`config.mk`:
```
export PLATFORM = sky130hd
export DESIGN_NAME = pickup_dropout_delay_qualifier_flat
export DESIGN_NICKNAME = d
export VERILOG_FILES = /design/src/rtl/pdq_pkg.sv /design/src/rtl/pdq_if.sv /design/src/rtl/pdq_core.sv /design/src/rtl/pickup_dropout_delay_qualifier.sv /design/src/flat_wrapper.sv
export SDC_FILE = /design/constraint.sdc
export NUM_CORES = 1
export LEC_CHECK = 0
export ABC_AREA = 1
export BUFFER_PORTS_ARGS = -buffer_cell sky130_fd_sc_hd__clkbuf_2
export CAP_MARGIN = 20
export CORE_MARGIN = 5
export CORE_UTILIZATION = 50
export CTS_BUF_LIST = sky130_fd_sc_hd__clkbuf_16
export DETAILED_ROUTE_END_ITERATION = 6
export PLACE_DENSITY = 0.77
export SETUP_SLACK_MARGIN = 0.5
export SLEW_MARGIN = 20
export SYNTH_ARGS = -nofsm -noshare
export SYNTH_HDL_FRONTEND = slang
export SYNTH_SLANG_ARGS = --single-unit
```
`constraint.sdc`:
```
create_clock -name clk -period 3.3 [get_ports clk]
set_input_delay 0.165 -clock clk [delete_from_list [all_inputs] [get_ports clk]]
set_output_delay 0.165 -clock clk [all_outputs]
set_load 0.01 [all_outputs]
```
`src/rtl/pdq_pkg.sv`:
```
// ----------------------------------------------------------------------------
// pdq_pkg
// Types and constants shared by the pickup/dropout delay qualifier.
// ----------------------------------------------------------------------------
package pdq_pkg;

  localparam int CMD_W       = 2;
  localparam int DELAY_W     = 32;
  localparam int NOW_W       = 32;
  localparam int CFG_INDEX_W = 1;

  localparam logic [DELAY_W-1:0] DELAY_RESET = '1;

  typedef enum logic [CMD_W-1:0] {
    CMD_SAMPLE = 2'd0,
    CMD_ENABLE = 2'd1,
    CMD_RESET  = 2'd2,
    CMD_NONE   = 2'd3
  } cmd_e_t;

  typedef enum logic [CFG_INDEX_W-1:0] {
    REG_PICKUP  = 1'd0,
    REG_DROPOUT = 1'd1
  } reg_index_t;

  typedef struct packed {
    cmd_e_t             cmd;
    logic               level;
    logic               enable_value;
    logic [NOW_W-1:0]   now_ms;
  } item_t;

  typedef struct packed {
    logic [DELAY_W-1:0] pickup_delay_ms;
    logic [DELAY_W-1:0] dropout_delay_ms;
  } cfg_t;

  typedef struct packed {
    logic enabled;
    logic out_status;
  } status_t;

endpackage

```
`src/rtl/pdq_if.sv`:
```
// ----------------------------------------------------------------------------
// pdq_in_if / pdq_out_if
// Valid/ready channels carrying input items and qualified results.
// ----------------------------------------------------------------------------
interface pdq_in_if import pdq_pkg::*; ();
  logic               valid;
  logic               ready;
  logic [CMD_W-1:0]   cmd;
  logic               level;
  logic               enable_value;
  logic [NOW_W-1:0]   now_ms;

  modport source (output valid, cmd, level, enable_value, now_ms, input ready);
  modport sink   (input valid, cmd, level, enable_value, now_ms, output ready);
endinterface

interface pdq_out_if;
  logic valid;
  logic ready;
  logic qualified;

  modport source (output valid, qualified, input ready);
  modport sink   (input valid, qualified, output ready);
endinterface

```
`src/rtl/pdq_core.sv`:
```
// ----------------------------------------------------------------------------
// pdq_core
// Timer state and the combinational update applied for one transaction.
// ----------------------------------------------------------------------------
module pdq_core import pdq_pkg::*; #(
  parameter int COUNT_WIDTH = 32
) (
  input  logic    clk,
  input  logic    rst,
  input  item_t   item,
  input  logic    step,
  input  cfg_t    cfg,
  output logic    qualified_next,
  output status_t status
);

  localparam int CMP_W = (COUNT_WIDTH > DELAY_W) ? COUNT_WIDTH : DELAY_W;

  logic                   enabled, enabled_next;
  logic                   out_status, out_status_next;
  logic                   rise_pending, rise_pending_next;
  logic                   fall_pending, fall_pending_next;
  logic [COUNT_WIDTH-1:0] rise_stamp, rise_stamp_next;
  logic [COUNT_WIDTH-1:0] fall_stamp, fall_stamp_next;

  logic [CMP_W-1:0]       now_ext;
  logic [COUNT_WIDTH-1:0] now_c;
  logic [COUNT_WIDTH-1:0] rise_delta, fall_delta;
  logic                   rise_exceeds, fall_exceeds;

  assign now_ext      = CMP_W'(item.now_ms);
  assign now_c        = now_ext[COUNT_WIDTH-1:0];
  assign rise_delta   = now_c - rise_stamp;
  assign fall_delta   = now_c - fall_stamp;
  assign rise_exceeds = CMP_W'(rise_delta) > CMP_W'(cfg.pickup_delay_ms);
  assign fall_exceeds = CMP_W'(fall_delta) > CMP_W'(cfg.dropout_delay_ms);

  always_comb begin
    enabled_next      = enabled;
    out_status_next   = out_status;
    rise_pending_next = rise_pending;
    fall_pending_next = fall_pending;
    rise_stamp_next   = rise_stamp;
    fall_stamp_next   = fall_stamp;
    unique case (item.cmd)
      CMD_SAMPLE: begin
        if (!enabled) begin
          out_status_next = 1'b0;
        end else if (out_status) begin
          if (item.level) begin
            fall_pending_next = 1'b0;
          end else if (fall_pending) begin
            if (fall_exceeds) begin
              out_status_next   = 1'b0;
              fall_pending_next = 1'b0;
              rise_pending_next = 1'b0;
            end
          end else begin
            fall_stamp_next   = now_c;
            fall_pending_next = 1'b1;
          end
        end else begin
          if (!item.level) begin
            rise_pending_next = 1'b0;
          end else if (rise_pending) begin
            if (rise_exceeds) begin
              out_status_next   = 1'b1;
              fall_pending_next = 1'b0;
              rise_pending_next = 1'b0;
            end
          end else begin
            rise_stamp_next   = now_c;
            rise_pending_next = 1'b1;
          end
        end
      end
      CMD_ENABLE: begin
        out_status_next = 1'b0;
        if (item.enable_value && !enabled) begin
          rise_stamp_next = now_c;
        end
        enabled_next = item.enable_value;
      end
      CMD_RESET: begin
        enabled_next    = 1'b0;
        out_status_next = 1'b0;
      end
      CMD_NONE: begin
      end
      default: begin
      end
    endcase
  end

  always_ff @(posedge clk) begin
    if (rst) begin
      enabled      <= 1'b0;
      out_status   <= 1'b0;
      rise_pending <= 1'b0;
      fall_pending <= 1'b0;
      rise_stamp   <= '0;
      fall_stamp   <= '0;
    end else if (step) begin
      enabled      <= enabled_next;
      out_status   <= out_status_next;
      rise_pending <= rise_pending_next;
      fall_pending <= fall_pending_next;
      rise_stamp   <= rise_stamp_next;
      fall_stamp   <= fall_stamp_next;
    end
  end

  assign qualified_next    = out_status_next;
  assign status.enabled    = enabled;
  assign status.out_status = out_status;

endmodule

```
`src/rtl/pickup_dropout_delay_qualifier.sv`:
```
// ----------------------------------------------------------------------------
// pickup_dropout_delay_qualifier
// Asymmetric pickup/dropout qualifier for a sampled binary signal.
// ----------------------------------------------------------------------------
// The block takes one transaction per clock cycle while the output side is
// ready, returning one result per transaction from the result register. An
// input register feeds one timer update (a COUNT_WIDTH-bit wrapping subtract
// and a compare against the programmed delay), and the new state is written
// back in the same cycle the result register loads, so the next transaction
// sees it without a gap. While a finished result waits to be taken, the input
// register still accepts one more transaction; after that the input stalls
// until the result is taken. Delay registers must only be written while no
// transaction is in flight.
module pickup_dropout_delay_qualifier import pdq_pkg::*; #(
  parameter int COUNT_WIDTH = 32
) (
  input  logic                   clk,
  input  logic                   rst,
  pdq_in_if.sink                 in_ch,
  pdq_out_if.source              out_ch,
  input  logic                   cfg_we,
  input  logic [CFG_INDEX_W-1:0] cfg_index,
  input  logic [DELAY_W-1:0]     cfg_data
);

  cfg_t    cfg;
  status_t status;
  logic    s_valid;
  item_t   s_item;
  logic    advance;
  logic    qualified_next;
  logic    out_valid;
  logic    out_qualified;

  always_ff @(posedge clk) begin
    if (rst) begin
      cfg.pickup_delay_ms  <= DELAY_RESET;
      cfg.dropout_delay_ms <= DELAY_RESET;
    end else if (cfg_we) begin
      unique case (reg_index_t'(cfg_index))
        REG_PICKUP:  cfg.pickup_delay_ms  <= cfg_data;
        REG_DROPOUT: cfg.dropout_delay_ms <= cfg_data;
        default: begin
        end
      endcase
    end
  end

  assign advance     = s_valid && (!out_valid || out_ch.ready);
  assign in_ch.ready = !s_valid || advance;

  always_ff @(posedge clk) begin
    if (rst) begin
      s_valid <= 1'b0;
    end else if (in_ch.ready) begin
      s_valid <= in_ch.valid;
    end
  end

  always_ff @(posedge clk) begin
    if (in_ch.valid && in_ch.ready) begin
      s_item.cmd          <= cmd_e_t'(in_ch.cmd);
      s_item.level        <= in_ch.level;
      s_item.enable_value <= in_ch.enable_value;
      s_item.now_ms       <= in_ch.now_ms;
    end
  end

  pdq_core #(
    .COUNT_WIDTH (COUNT_WIDTH)
  ) u_core (
    .clk            (clk),
    .rst            (rst),
    .item           (s_item),
    .step           (advance),
    .cfg            (cfg),
    .qualified_next (qualified_next),
    .status         (status)
  );

  always_ff @(posedge clk) begin
    if (rst) begin
      out_valid <= 1'b0;
    end else if (advance) begin
      out_valid <= 1'b1;
    end else if (out_ch.ready) begin
      out_valid <= 1'b0;
    end
  end

  always_ff @(posedge clk) begin
    if (advance) begin
      out_qualified <= qualified_next;
    end
  end

  assign out_ch.valid     = out_valid;
  assign out_ch.qualified = out_qualified;

  a_status_needs_enable : assert property (@(posedge clk) disable iff (rst)
    status.out_status |-> status.enabled)
    else $error("qualified status set while disabled");

  a_result_matches_state : assert property (@(posedge clk) disable iff (rst)
    advance |=> (out_qualified == status.out_status) && out_valid)
    else $error("result register does not match timer state");

  a_control_clears_output : assert property (@(posedge clk) disable iff (rst)
    advance && (s_item.cmd == CMD_ENABLE || s_item.cmd == CMD_RESET)
      |=> !out_qualified)
    else $error("enable or reset transaction left the output set");

endmodule
```
`src/flat_wrapper.sv`:
```
// flat-port wrapper written by rule: the top's interface ports become plain ports
module pickup_dropout_delay_qualifier_flat import pdq_pkg::*;
#(
  parameter int COUNT_WIDTH = 32
)
  (clk, rst, cfg_we, cfg_index, cfg_data, in_ch_valid, in_ch_cmd, in_ch_level, in_ch_enable_value, in_ch_now_ms, in_ch_ready, out_ch_valid, out_ch_qualified, out_ch_ready);
  pdq_in_if in_ch_i ();
  pdq_out_if out_ch_i ();
  input  logic clk;
  input  logic rst;
  input  logic cfg_we;
  input  logic [CFG_INDEX_W-1:0] cfg_index;
  input  logic [DELAY_W-1:0] cfg_data;
  input wire logic [$bits(in_ch_i.valid)-1:0] in_ch_valid;
  input wire logic [$bits(in_ch_i.cmd)-1:0] in_ch_cmd;
  input wire logic [$bits(in_ch_i.level)-1:0] in_ch_level;
  input wire logic [$bits(in_ch_i.enable_value)-1:0] in_ch_enable_value;
  input wire logic [$bits(in_ch_i.now_ms)-1:0] in_ch_now_ms;
  output wire logic [$bits(in_ch_i.ready)-1:0] in_ch_ready;
  output wire logic [$bits(out_ch_i.valid)-1:0] out_ch_valid;
  output wire logic [$bits(out_ch_i.qualified)-1:0] out_ch_qualified;
  input wire logic [$bits(out_ch_i.ready)-1:0] out_ch_ready;
  assign in_ch_i.valid = in_ch_valid;
  assign in_ch_i.cmd = in_ch_cmd;
  assign in_ch_i.level = in_ch_level;
  assign in_ch_i.enable_value = in_ch_enable_value;
  assign in_ch_i.now_ms = in_ch_now_ms;
  assign in_ch_ready = in_ch_i.ready;
  assign out_ch_valid = out_ch_i.valid;
  assign out_ch_qualified = out_ch_i.qualified;
  assign out_ch_i.ready = out_ch_ready;
  pickup_dropout_delay_qualifier #(.COUNT_WIDTH(COUNT_WIDTH)) u_core (.clk(clk), .rst(rst), .in_ch(in_ch_i), .out_ch(out_ch_i), .cfg_we(cfg_we), .cfg_index(cfg_index), .cfg_data(cfg_data));
endmodule
```
==> results.json, run 1 <==
{
  "status": "finished with violations",
  "violations": "setup timing",
  "startpoint": "u_core.s_item[16]",
  "fmax_mhz": 280,
  "h-tree-depth": 4,
  "fp.coreArea_um2": 21800,
  "maxCapViolCount": 0,
  "ys_seq_elements": 171,
  "yosys_warnings": 0,
  "first_pass_iters": 5,
  "final_cell_mix": "257 x nand2_1, 222 x buf_4, 217 x inv_1",
  "ir_drop_uv": 314,
  "worstMarginPinSlew_ps": 999,
  "routedWlPerCell_um": 15.3,
  "power_w": 0.00575,
  "dr.first_iter.drc_count": 776,
  "syn-cell-area_um2": 11000,
  "yosysTopAreaCellShare": 0.244,
  "final_net_count": 1986,
  "cts_made_buffers": 17,
  "worstSetupPathType": "flop to flop",
  "rrSetupSlack_ps": -270,
  "drive_gt1_frac": 0.243,
  "drt-total-wl_um": 31600,
  "hpwl_um": 23800,
  "antennaDiodeCount": 0,
  "worstPathMaxFanout": 3,
  "synth_top_cell_by_area": "dfxtp_1",
  "worstReg2RegEnd": "u_core.u_core.fall_pending",
  "n_fill_cell": 1741,
  "layout_setup_ws_ps": -267,
  "synthesis.instances": 1429,
  "seq_area_um2": 3790,
  "rr_worst_depth": 20,
  "initial_core_util": 0.505,
  "finalCritPeriodShare": 1.08,
  "rsz0062_at_grt": "yes",
  "synth.net_count": 1635,
  "grt_usage": 0.256,
  "io_pins": 77,
  "p_per_area_nw_per_um2": 384,
  "vias_per_cell": 5.25,
  "arrival_ps": 3910,
  "antenna_found_initial": 0,
  "multi_input_comb_area_um2": 6640,
  "gp_congestion": 0.943,
  "clock-sinks": 171,
  "required_ps": 3640,
  "whs_ps": 16.2,
  "reg2reg_from": "u_core.s_item[16]",
  "grt_pass1_vias": 10515,
  "clk_latency_ps": 440,
  "hold_viol": 0,
  "route.detailed.drc": 0,
  "final_common_cell": "nand2_1",
  "num_rows": 54,
  "hold_path.class": "primary input to flop",
  "fp.dieH_um": 158,
  "ant_nets": 0,
  "synth_area_leaders": "dfxtp_1 24%, ha_1 15%, edfxtp_1 10%",
  "crit_path_end_kind": "flop",
  "p_leak_nw": 7.07,
  "finalSetupTns_ps": -900,
  "period_minus_slack_ps": 3570,
  "ys_types": 44,
  "cts_tree": "done",
  "start_kind": "flop",
  "die_w_um": 158,
  "grt_pass1_wl_um": 51100,
  "die-area_um2": 25000,
  "clk_pin_slew_ps": 80,
  "synth_area_per_cell_um2": 7.69,
  "clock_path_buffers": 2,
  "fin_skew_ps": 11.9,
  "setup_viol": 4,
  "synthToLayoutAreaGrowth_pct": 36.3,
  "io_buffers": 76,
  "root_buffer": "clkbuf_16",
  "overflow": 0,
  "maxSlewHeadroom": 0.334,
  "vias": 10879,
  "crit_end": "u_core.u_core.fall_pending",
  "synth-seq-area-share": 0.345,
  "grt_start_max_net_pins": 64,
  "slew_violations": 0
}
how the worst min path moves through the flow:
stage | start | endpoint | slack (ps) | depth (start not counted)
after floorplan | rst | u_core.out_ch.valid | 230 | 1
after global placement | in_ch_now_ms[19] | u_core.s_item[19] | 340 | 1
after detailed placement | in_ch_now_ms[0] | u_core.s_item[0] | 340 | 1
after CTS | out_ch_ready | u_core.out_ch.valid | 3 | 4
after global routing | out_ch_ready | u_core.out_ch.valid | 70 | 4
final | out_ch_ready | u_core.out_ch.valid | 20 | 4
cell type report:
| class | instances | area share |
|---|---|---|
| well taps | 280 | 0.0234 |
| multi-input cells | 998 | 0.443 |
| flip-flops and latches | 171 | 0.253 |
| clock inverters | 12 | 0.00543 |
| inverters | 222 | 0.0556 |
| clock buffers | 20 | 0.0334 |
| repair buffers | 370 | 0.186 |
synth_stat cells (all sizes together):
cell type and number:
nor4 8, xor2 38, a21o 8, nand3b 1
a32o 1, nor3 12, nand4 9, nand3 32
inv 222, o21bai 8, or3 1, o21a 7
ha 130, dfxtp 134, nor2 78, edfxtp 37
a21boi 6, o21ai 113, clkbuf 35, o2111ai 2
fa 2, a21oi 172, o211ai 64, nand2 274
xnor2 18, and2 2, a31oi 11, buf 3
o221ai 1
routing by layer:
layer,up-vias,global-route usage,part of all wire
met2,270,0.412,0.45
met5,-,0,0
met3,38,0.0332,0.048
met4,0,0.0597,0.015
met1,5070,0.367,0.48
li1,5501,-,-
registers in the layout, indices dropped and copies added (netlist names):
name	cells
u_core.cfg	64
u_core.u_core.out_status	1
u_core.s_item	36
u_core.u_core.rise_pending	1
u_core.s_valid	1
u_core.u_core.enabled	1
u_core.out_ch.qualified	1
u_core.u_core.fall_stamp	32
u_core.u_core.rise_stamp	32
u_core.out_ch.valid	1
u_core.u_core.fall_pending	1
worst max-delay path, cell delays in order (launching register included):
cell and delay (ps):
edfxtp_1 440, buf_4 180, ha_1 290, buf_4 160, a21oi_2 160, a21boi_2 200, nor3_1 60, nor2_1 120
nand3_2 140, a21oi_2 160, xnor2_1 90, ha_1 300, nand2_1 120, nor4_4 360, a21oi_4 110, nand2_1 80
nand2_2 100, nand2_2 110, nand3_2 70, o21ai_1 160, nor2_1 50
logic make-up after synthesis:
group,count (synthesis),share of synthesized area
compound gates,393,0.213
simple gates,417,0.157
flops,171,0.345
xor+xnor,56,0.0446
fa+ha+maj,132,0.152
buf+inv,260,0.0889
stage by stage:
step | cell area [um^2] | util | setup slack [ps] | std cells
2_1_floorplan | 11100 | - | 158 | 1429
3_3_place_gp | 13200 | 0.608 | -323 | 1954
3_5_place_dp | 13200 | 0.608 | -406 | 1954
4_1_cts | 14900 | 0.685 | -170 | 2069
5_1_grt | 15000 | 0.688 | -482 | 2073
6_report | 15000 | 0.688 | -267 | 2073
where the power goes:
group / switching, W / internal (W)
sequential: 0.0000418 / 0.00223
clock: 0.000927 / 0.00110
combinational: 0.000788 / 0.000664
total: 0.00176 / 0.00399
what timing repair did:
action,4_1_cts,5_1_grt
gates cloned,0,0
pin swaps,23,7
gates resized for setup,50,15
endpoints found under the setup margin,4,4
setup buffers,13,4
hold buffers,70,0
hold endpoints to repair,100,0
Note: power is estimated with default switching activity, not from simulation.
==> run 2, diff against run 1 <==
--- a/config.mk
+++ b/config.mk
@@ -9,10 +9,10 @@
 export BUFFER_PORTS_ARGS = -buffer_cell sky130_fd_sc_hd__clkbuf_2
 export CAP_MARGIN = 20
 export CORE_MARGIN = 5
-export CORE_UTILIZATION = 50
+export CORE_UTILIZATION = 39
 export CTS_BUF_LIST = sky130_fd_sc_hd__clkbuf_16
 export DETAILED_ROUTE_END_ITERATION = 6
-export PLACE_DENSITY = 0.77
+export PLACE_DENSITY = 0.64
 export SETUP_SLACK_MARGIN = 0.5
 export SLEW_MARGIN = 20
 export SYNTH_ARGS = -nofsm -noshare
==> run 2 against run 1 <==
The flow still finishes with violations (setup timing). Die area increased by 26%. Sequential power about the same. Sequential share of layout area down 0.78 points. Clock-buffer cell count decreased by 2. Maximum frequency fell by 0.38%. Wire length rose by 1.7%. Flip-flop and latch count stayed put. Clock skew shrank 3.7 ps. Global-route usage down 5.4 points. Via count fell by 1.8%. Power fell by 0.40%. Largest power group unchanged.
==> results.json, run 2 (synthesized netlist as in run 1, its figures left out) <==
{
  "crit_path_end_kind": "flop",
  "fp.dieH_um": 178,
  "p_leak_nw": 7.15,
  "rsz0062_at_grt": "yes",
  "clk_latency_ps": 440,
  "finalCritPeriodShare": 1.08,
  "whs_ps": 10.9,
  "whs_path_depth": 2,
  "fmax_mhz": 279,
  "whs_endpoint": "u_core.out_ch.valid",
  "violations": "setup timing",
  "worstSetupPathType": "flop to flop",
  "overflow": 0,
  "io_buffers": 76,
  "status": "finished with violations",
  "antennaDiodeCount": 0,
  "maxCapViolCount": 0,
  "grt_pass1_vias": 10261,
  "vias_per_cell": 4.90,
  "grt_pass1_wl_um": 50800,
  "slew_violations": 0,
  "io_pins": 77,
  "cts_tree": "done",
  "fp.coreArea_um2": 27800,
  "maxSlewHeadroom": 0.329,
  "hp-start": "rst",
  "antenna_found_initial": 0,
  "first_pass_iters": 5,
  "hold_path.class": "primary input to flop",
  "rrSetupSlack_ps": -280,
  "rr_worst_depth": 19,
  "drt-total-wl_um": 32100,
  "synthToLayoutAreaGrowth_pct": 40.6,
  "initial_core_util": 0.396,
  "final_net_count": 1994,
  "clock_path_buffers": 2,
  "required_ps": 3500,
  "final_cell_mix": "246 x nand2_1, 227 x buf_4, 216 x inv_1",
  "clk_pin_slew_ps": 70,
  "regMostFlops": "u_core.cfg",
  "setup_viol": 4,
  "die_w_um": 178,
  "start_kind": "flop",
  "startpoint": "u_core.s_item[18]",
  "grt_start_max_net_pins": 64,
  "root_buffer": "clkbuf_16",
  "cts_made_buffers": 17,
  "worstMarginPinSlew_ps": 1010,
  "vias": 10687,
  "die-area_um2": 31600,
  "reg2reg_from": "u_core.s_item[18]",
  "period_minus_slack_ps": 3580,
  "p_per_area_nw_per_um2": 371,
  "grt_usage": 0.201,
  "dr.first_iter.drc_count": 697,
  "route.detailed.drc": 0,
  "ant_nets": 0,
  "layout_setup_ws_ps": -280,
  "routedWlPerCell_um": 14.8,
  "fin_util": 0.556,
  "drive_gt1_frac": 0.268,
  "hpwl_um": 24200,
  "ir_drop_uv": 264,
  "worstPathMaxFanout": 5,
  "final_common_cell": "nand2_1",
  "num_rows": 61,
  "worstReg2RegEnd": "u_core.out_ch.qualified",
  "reg_top3": "u_core.cfg x64, u_core.s_item x36",
  "hold_viol": 0,
  "fin_skew_ps": 8.16,
  "h-tree-depth": 4,
  "largest_register_ffs": 64,
  "gp_congestion": 0.946,
  "arrival_ps": 3780,
  "clock-sinks": 171
}
-- run 2: per-layer routing --
metal | wire length [um] | global-route usage
met5 | 0 | 0
met4 | 703 | 0.0635
met3 | 1630 | 0.0298
met2 | 14200 | 0.308
met1 | 15600 | 0.292
-- run 2: layout make-up --
type	instances	area, um^2
inverter	222	833
clock buffer	18	450
sequential	171	3790
timing repair buffer	378	2840
tap	378	473
clock inverter	14	91.3
multi-input combinational	998	6970
fill	2557	12300
-- run 2: worst max path at each step --
| stage | slack [ps] | cells after the start | end |
|---|---|---|---|
| detailed placement | -420 | 19 | u_core.out_ch.qualified |
| global placement | -410 | 19 | u_core.out_ch.qualified |
| finish | -280 | 19 | u_core.out_ch.qualified |
| global route | -520 | 19 | u_core.u_core.fall_pending |
| CTS | -240 | 28 | u_core.out_ch.qualified |
| floorplan | 160 | 28 | u_core.out_ch.qualified |
-- run 2: repair_timing --
| item | CTS | global route |
|---|---|---|
| endpoints found under the hold margin | 102 | 0 |
| gates resized for setup | 36 | 92 |
| setup buffers | 6 | 7 |
| hold buffers | 70 | 0 |
| setup endpoints to repair | 4 | 4 |
| pin swaps | 11 | 39 |
-- run 2: power breakdown --
| group | internal, W | switching (W) | total, W |
|---|---|---|---|
| Sequential | 0.00223 | 0.0000438 | 0.00227 |
| Clock | 0.00101 | 0.000936 | 0.00194 |
| Combinational | 0.000696 | 0.000816 | 0.00151 |
-- run 2: per-stage QoR --
stage	TNS, ps	cell area, um^2	instances	setup WS [ps]	power, W
after floorplan	0	11100	1429	158	0.00308
after global routing	-1910	15500	2179	-522	0.00603
after global placement	-1530	13400	2064	-405	0.00357
final	-955	15500	2179	-280	0.00573
after CTS	-828	14900	2172	-238	0.00565
after detailed placement	-1560	13400	2064	-418	0.00360
-- run 2: critical path, stage by stage, from the launching register on --
cell and delay (ps):
edfxtp_1 470, ha_1 500, nand2_2 170, nor4_4 160
buf_4 150, nand3b_1 150, nand3_2 170, a21oi_1 90
xnor2_1 210, ha_1 280, a21oi_1 160, o21ai_1 90
nand2_1 110, nand2_2 70, a21oi_4 150, nand2_2 90
nand2_4 110, a21oi_2 60, nand2_1 90, nand2_1 60
==> run 3, diff against run 2 <==
--- a/config.mk
+++ b/config.mk
@@ -6,13 +6,13 @@
 export NUM_CORES = 1
 export LEC_CHECK = 0
 export ABC_AREA = 1
-export BUFFER_PORTS_ARGS = -buffer_cell sky130_fd_sc_hd__clkbuf_2
+export BUFFER_PORTS_ARGS = -buffer_cell sky130_fd_sc_hd__buf_2
 export CAP_MARGIN = 20
 export CORE_MARGIN = 5
 export CORE_UTILIZATION = 39
 export CTS_BUF_LIST = sky130_fd_sc_hd__clkbuf_16
 export DETAILED_ROUTE_END_ITERATION = 6
-export PLACE_DENSITY = 0.64
+export PLACE_DENSITY = 0.62
 export SETUP_SLACK_MARGIN = 0.5
 export SLEW_MARGIN = 20
 export SYNTH_ARGS = -nofsm -noshare
==> constraint.sdc (replaced) <==
create_clock -name clk -period 4.23 [get_ports clk]
set_input_delay 0.2115 -clock clk [delete_from_list [all_inputs] [get_ports clk]]
set_output_delay 0.2115 -clock clk [all_outputs]
set_load 0.01 [all_outputs]
==> run 3 against run 2 <==
The run now ends clean. Register-to-register slack better by 860 ps. Setup slack better by 860 ps. Utilization is 7.5 points lower. Clock skew is 0.77 ps lower. First-iteration DRC count is 1.6% lower. Design area is 13% lower. Clock-buffer cell count is 1 lower. Largest cell class unchanged. Highest routed layer unchanged.
==> results.json, run 3 (synthesized netlist as in run 1, its figures left out) <==
{
  "root_buffer": "clkbuf_16",
  "startpoint": "u_core.s_item[13]",
  "vias_per_cell": 5.05,
  "initial_core_util": 0.396,
  "hpwl_um": 23200,
  "path_cells": "ha_1 -> a21oi_1 -> o21ai_0 -> a31oi_1 -> nand3_2 -> a21oi_1 -> xnor2_1 -> ha_1 -> nand2_1 -> nor4_4 -> a21oi_2 -> nand2_1 -> nand2_2 -> nand2_1 -> nand3_1 -> o21ai_1 -> nor2_1",
  "first_pass_iters": 5,
  "ir_drop_uv": 204,
  "final_cell_mix": "259 x nand2_1, 216 x inv_1, 156 x a21oi_1",
  "slew_violations": 0,
  "hold_viol": 0,
  "fin_skew_ps": 7.39,
  "final_net_count": 1760,
  "dr.first_iter.drc_count": 686,
  "required_ps": 4560,
  "power_w": 0.00441,
  "clk_pin_slew_ps": 70,
  "crit_end": "u_core.u_core.fall_pending",
  "die-area_um2": 31600,
  "routedWlPerCell_um": 15.4,
  "synthToLayoutAreaGrowth_pct": 21.7,
  "slowest_stage": "edfxtp_1",
  "place_inst": 1851,
  "grt_start_max_net_pins": 66,
  "grt_pass1_wl_um": 47100,
  "stdcell_count": 1945,
  "rrSetupSlack_ps": 580,
  "io_pins": 77,
  "worstSetupPathType": "flop to flop",
  "vias": 9814,
  "final_common_cell": "nand2_1",
  "antenna_found_initial": 0,
  "largest_register_ffs": 64,
  "io_buffers": 76,
  "ant_nets": 0,
  "num_rows": 61,
  "fp.dieH_um": 178,
  "setup_viol": 0,
  "p_leak_nw": 6.00,
  "crit_path_end_kind": "flop",
  "whs_ps": 9.83,
  "maxSlewHeadroom": 0.306,
  "period_minus_slack_ps": 3650,
  "maxCapViolCount": 0,
  "gp_congestion": 0.933,
  "cts_made_buffers": 17,
  "reg2reg_from": "u_core.s_item[13]",
  "slowest_delay_ps": 440,
  "reg_top3": "u_core.cfg x64, u_core.s_item x36",
  "clk_latency_ps": 440,
  "die_w_um": 178,
  "cp_common_cell": "nand2_1",
  "worstPathMaxFanout": 6,
  "antennaDiodeCount": 0,
  "grt_pass1_vias": 9110,
  "worstMarginPinSlew_ps": 1040,
  "h-tree-depth": 4,
  "rsz0062_at_grt": "yes",
  "fmax_mhz": 274,
  "clock-sinks": 171,
  "overflow": 0,
  "finalCritPeriodShare": 0.863,
  "fp.coreArea_um2": 27800,
  "regMostFlops": "u_core.cfg",
  "worstReg2RegEnd": "u_core.u_core.fall_pending",
  "rr_worst_depth": 17,
  "drive_gt1_frac": 0.147,
  "route.detailed.drc": 0,
  "finalSetupTns_ps": 0,
  "grt_usage": 0.186,
  "drt-total-wl_um": 29900,
  "p_per_area_nw_per_um2": 330,
  "clock_path_buffers": 2,
  "status": "complete, no violations",
  "arrival_ps": 3980,
  "start_kind": "flop",
  "hold_path.class": "primary input to flop",
  "cts_tree": "done"
}
## run 3: routing by layer
metal | wire length, um | track usage | share of wire
met5 | 0 | 0 | 0
met4 | 476 | 0.0483 | 0.016
met3 | 1410 | 0.0219 | 0.047
met2 | 12800 | 0.282 | 0.43
met1 | 15200 | 0.281 | 0.51
## run 3: cell type report
cell class	count	area (um^2)
Sequential cell	171	3790
Inverter	222	836
Multi-Input combinational cell	998	6620
Clock inverter	15	204
Tap cell	378	473
Fill cell	2801	14400
Clock buffer	17	425
Timing Repair Buffer	144	1020
## run 3: stage by stage
| stage | util | setup slack [ps] | area [um^2] |
|---|---|---|---|
| 6_report | 0.482 | 580 | 13400 |
| 5_1_grt | 0.482 | 364 | 13400 |
| 4_1_cts | 0.465 | 500 | 12900 |
| 3_5_place_dp | 0.423 | 337 | 11800 |
| 3_3_place_gp | 0.423 | 405 | 11800 |
| 2_1_floorplan | - | 987 | 11000 |
## run 3: how the worst min path moves through the flow
stage	from	to	slack [ps]	depth (start not counted)
after detailed placement	in_ch_now_ms[20]	u_core.s_item[20]	390	1
after CTS	cfg_data[20]	u_core.cfg[20]	0.2	3
after floorplan	rst	u_core.out_ch.valid	280	1
after global routing	cfg_data[20]	u_core.cfg[20]	6	3
final	cfg_data[12]	u_core.cfg[12]	10	3
after global placement	in_ch_now_ms[1]	u_core.s_item[1]	390	1
## run 3: what timing repair did
action	CTS	global route
hold buffers	45	0
pin swaps	4	22
endpoints found under the setup margin	4	4
resized for setup	20	62
cloned	0	0
buffers inserted	1	15
hold endpoints to repair	49	0
## run 3: report_power, final
group          switching (W)  internal, W
Combinational       0.000568     0.000376
Sequential         0.0000401      0.00174
Clock               0.000779     0.000909
## run 3: critical path, delay by kind of cell, from the launching register on
kind	cells	cell delay [ps]
AOI/OAI and AO/OA	6	1250
and+or+nand+nor	8	1050
adders and majority gates	2	700
DFF	1	440
xor gates and xnor gates	1	110
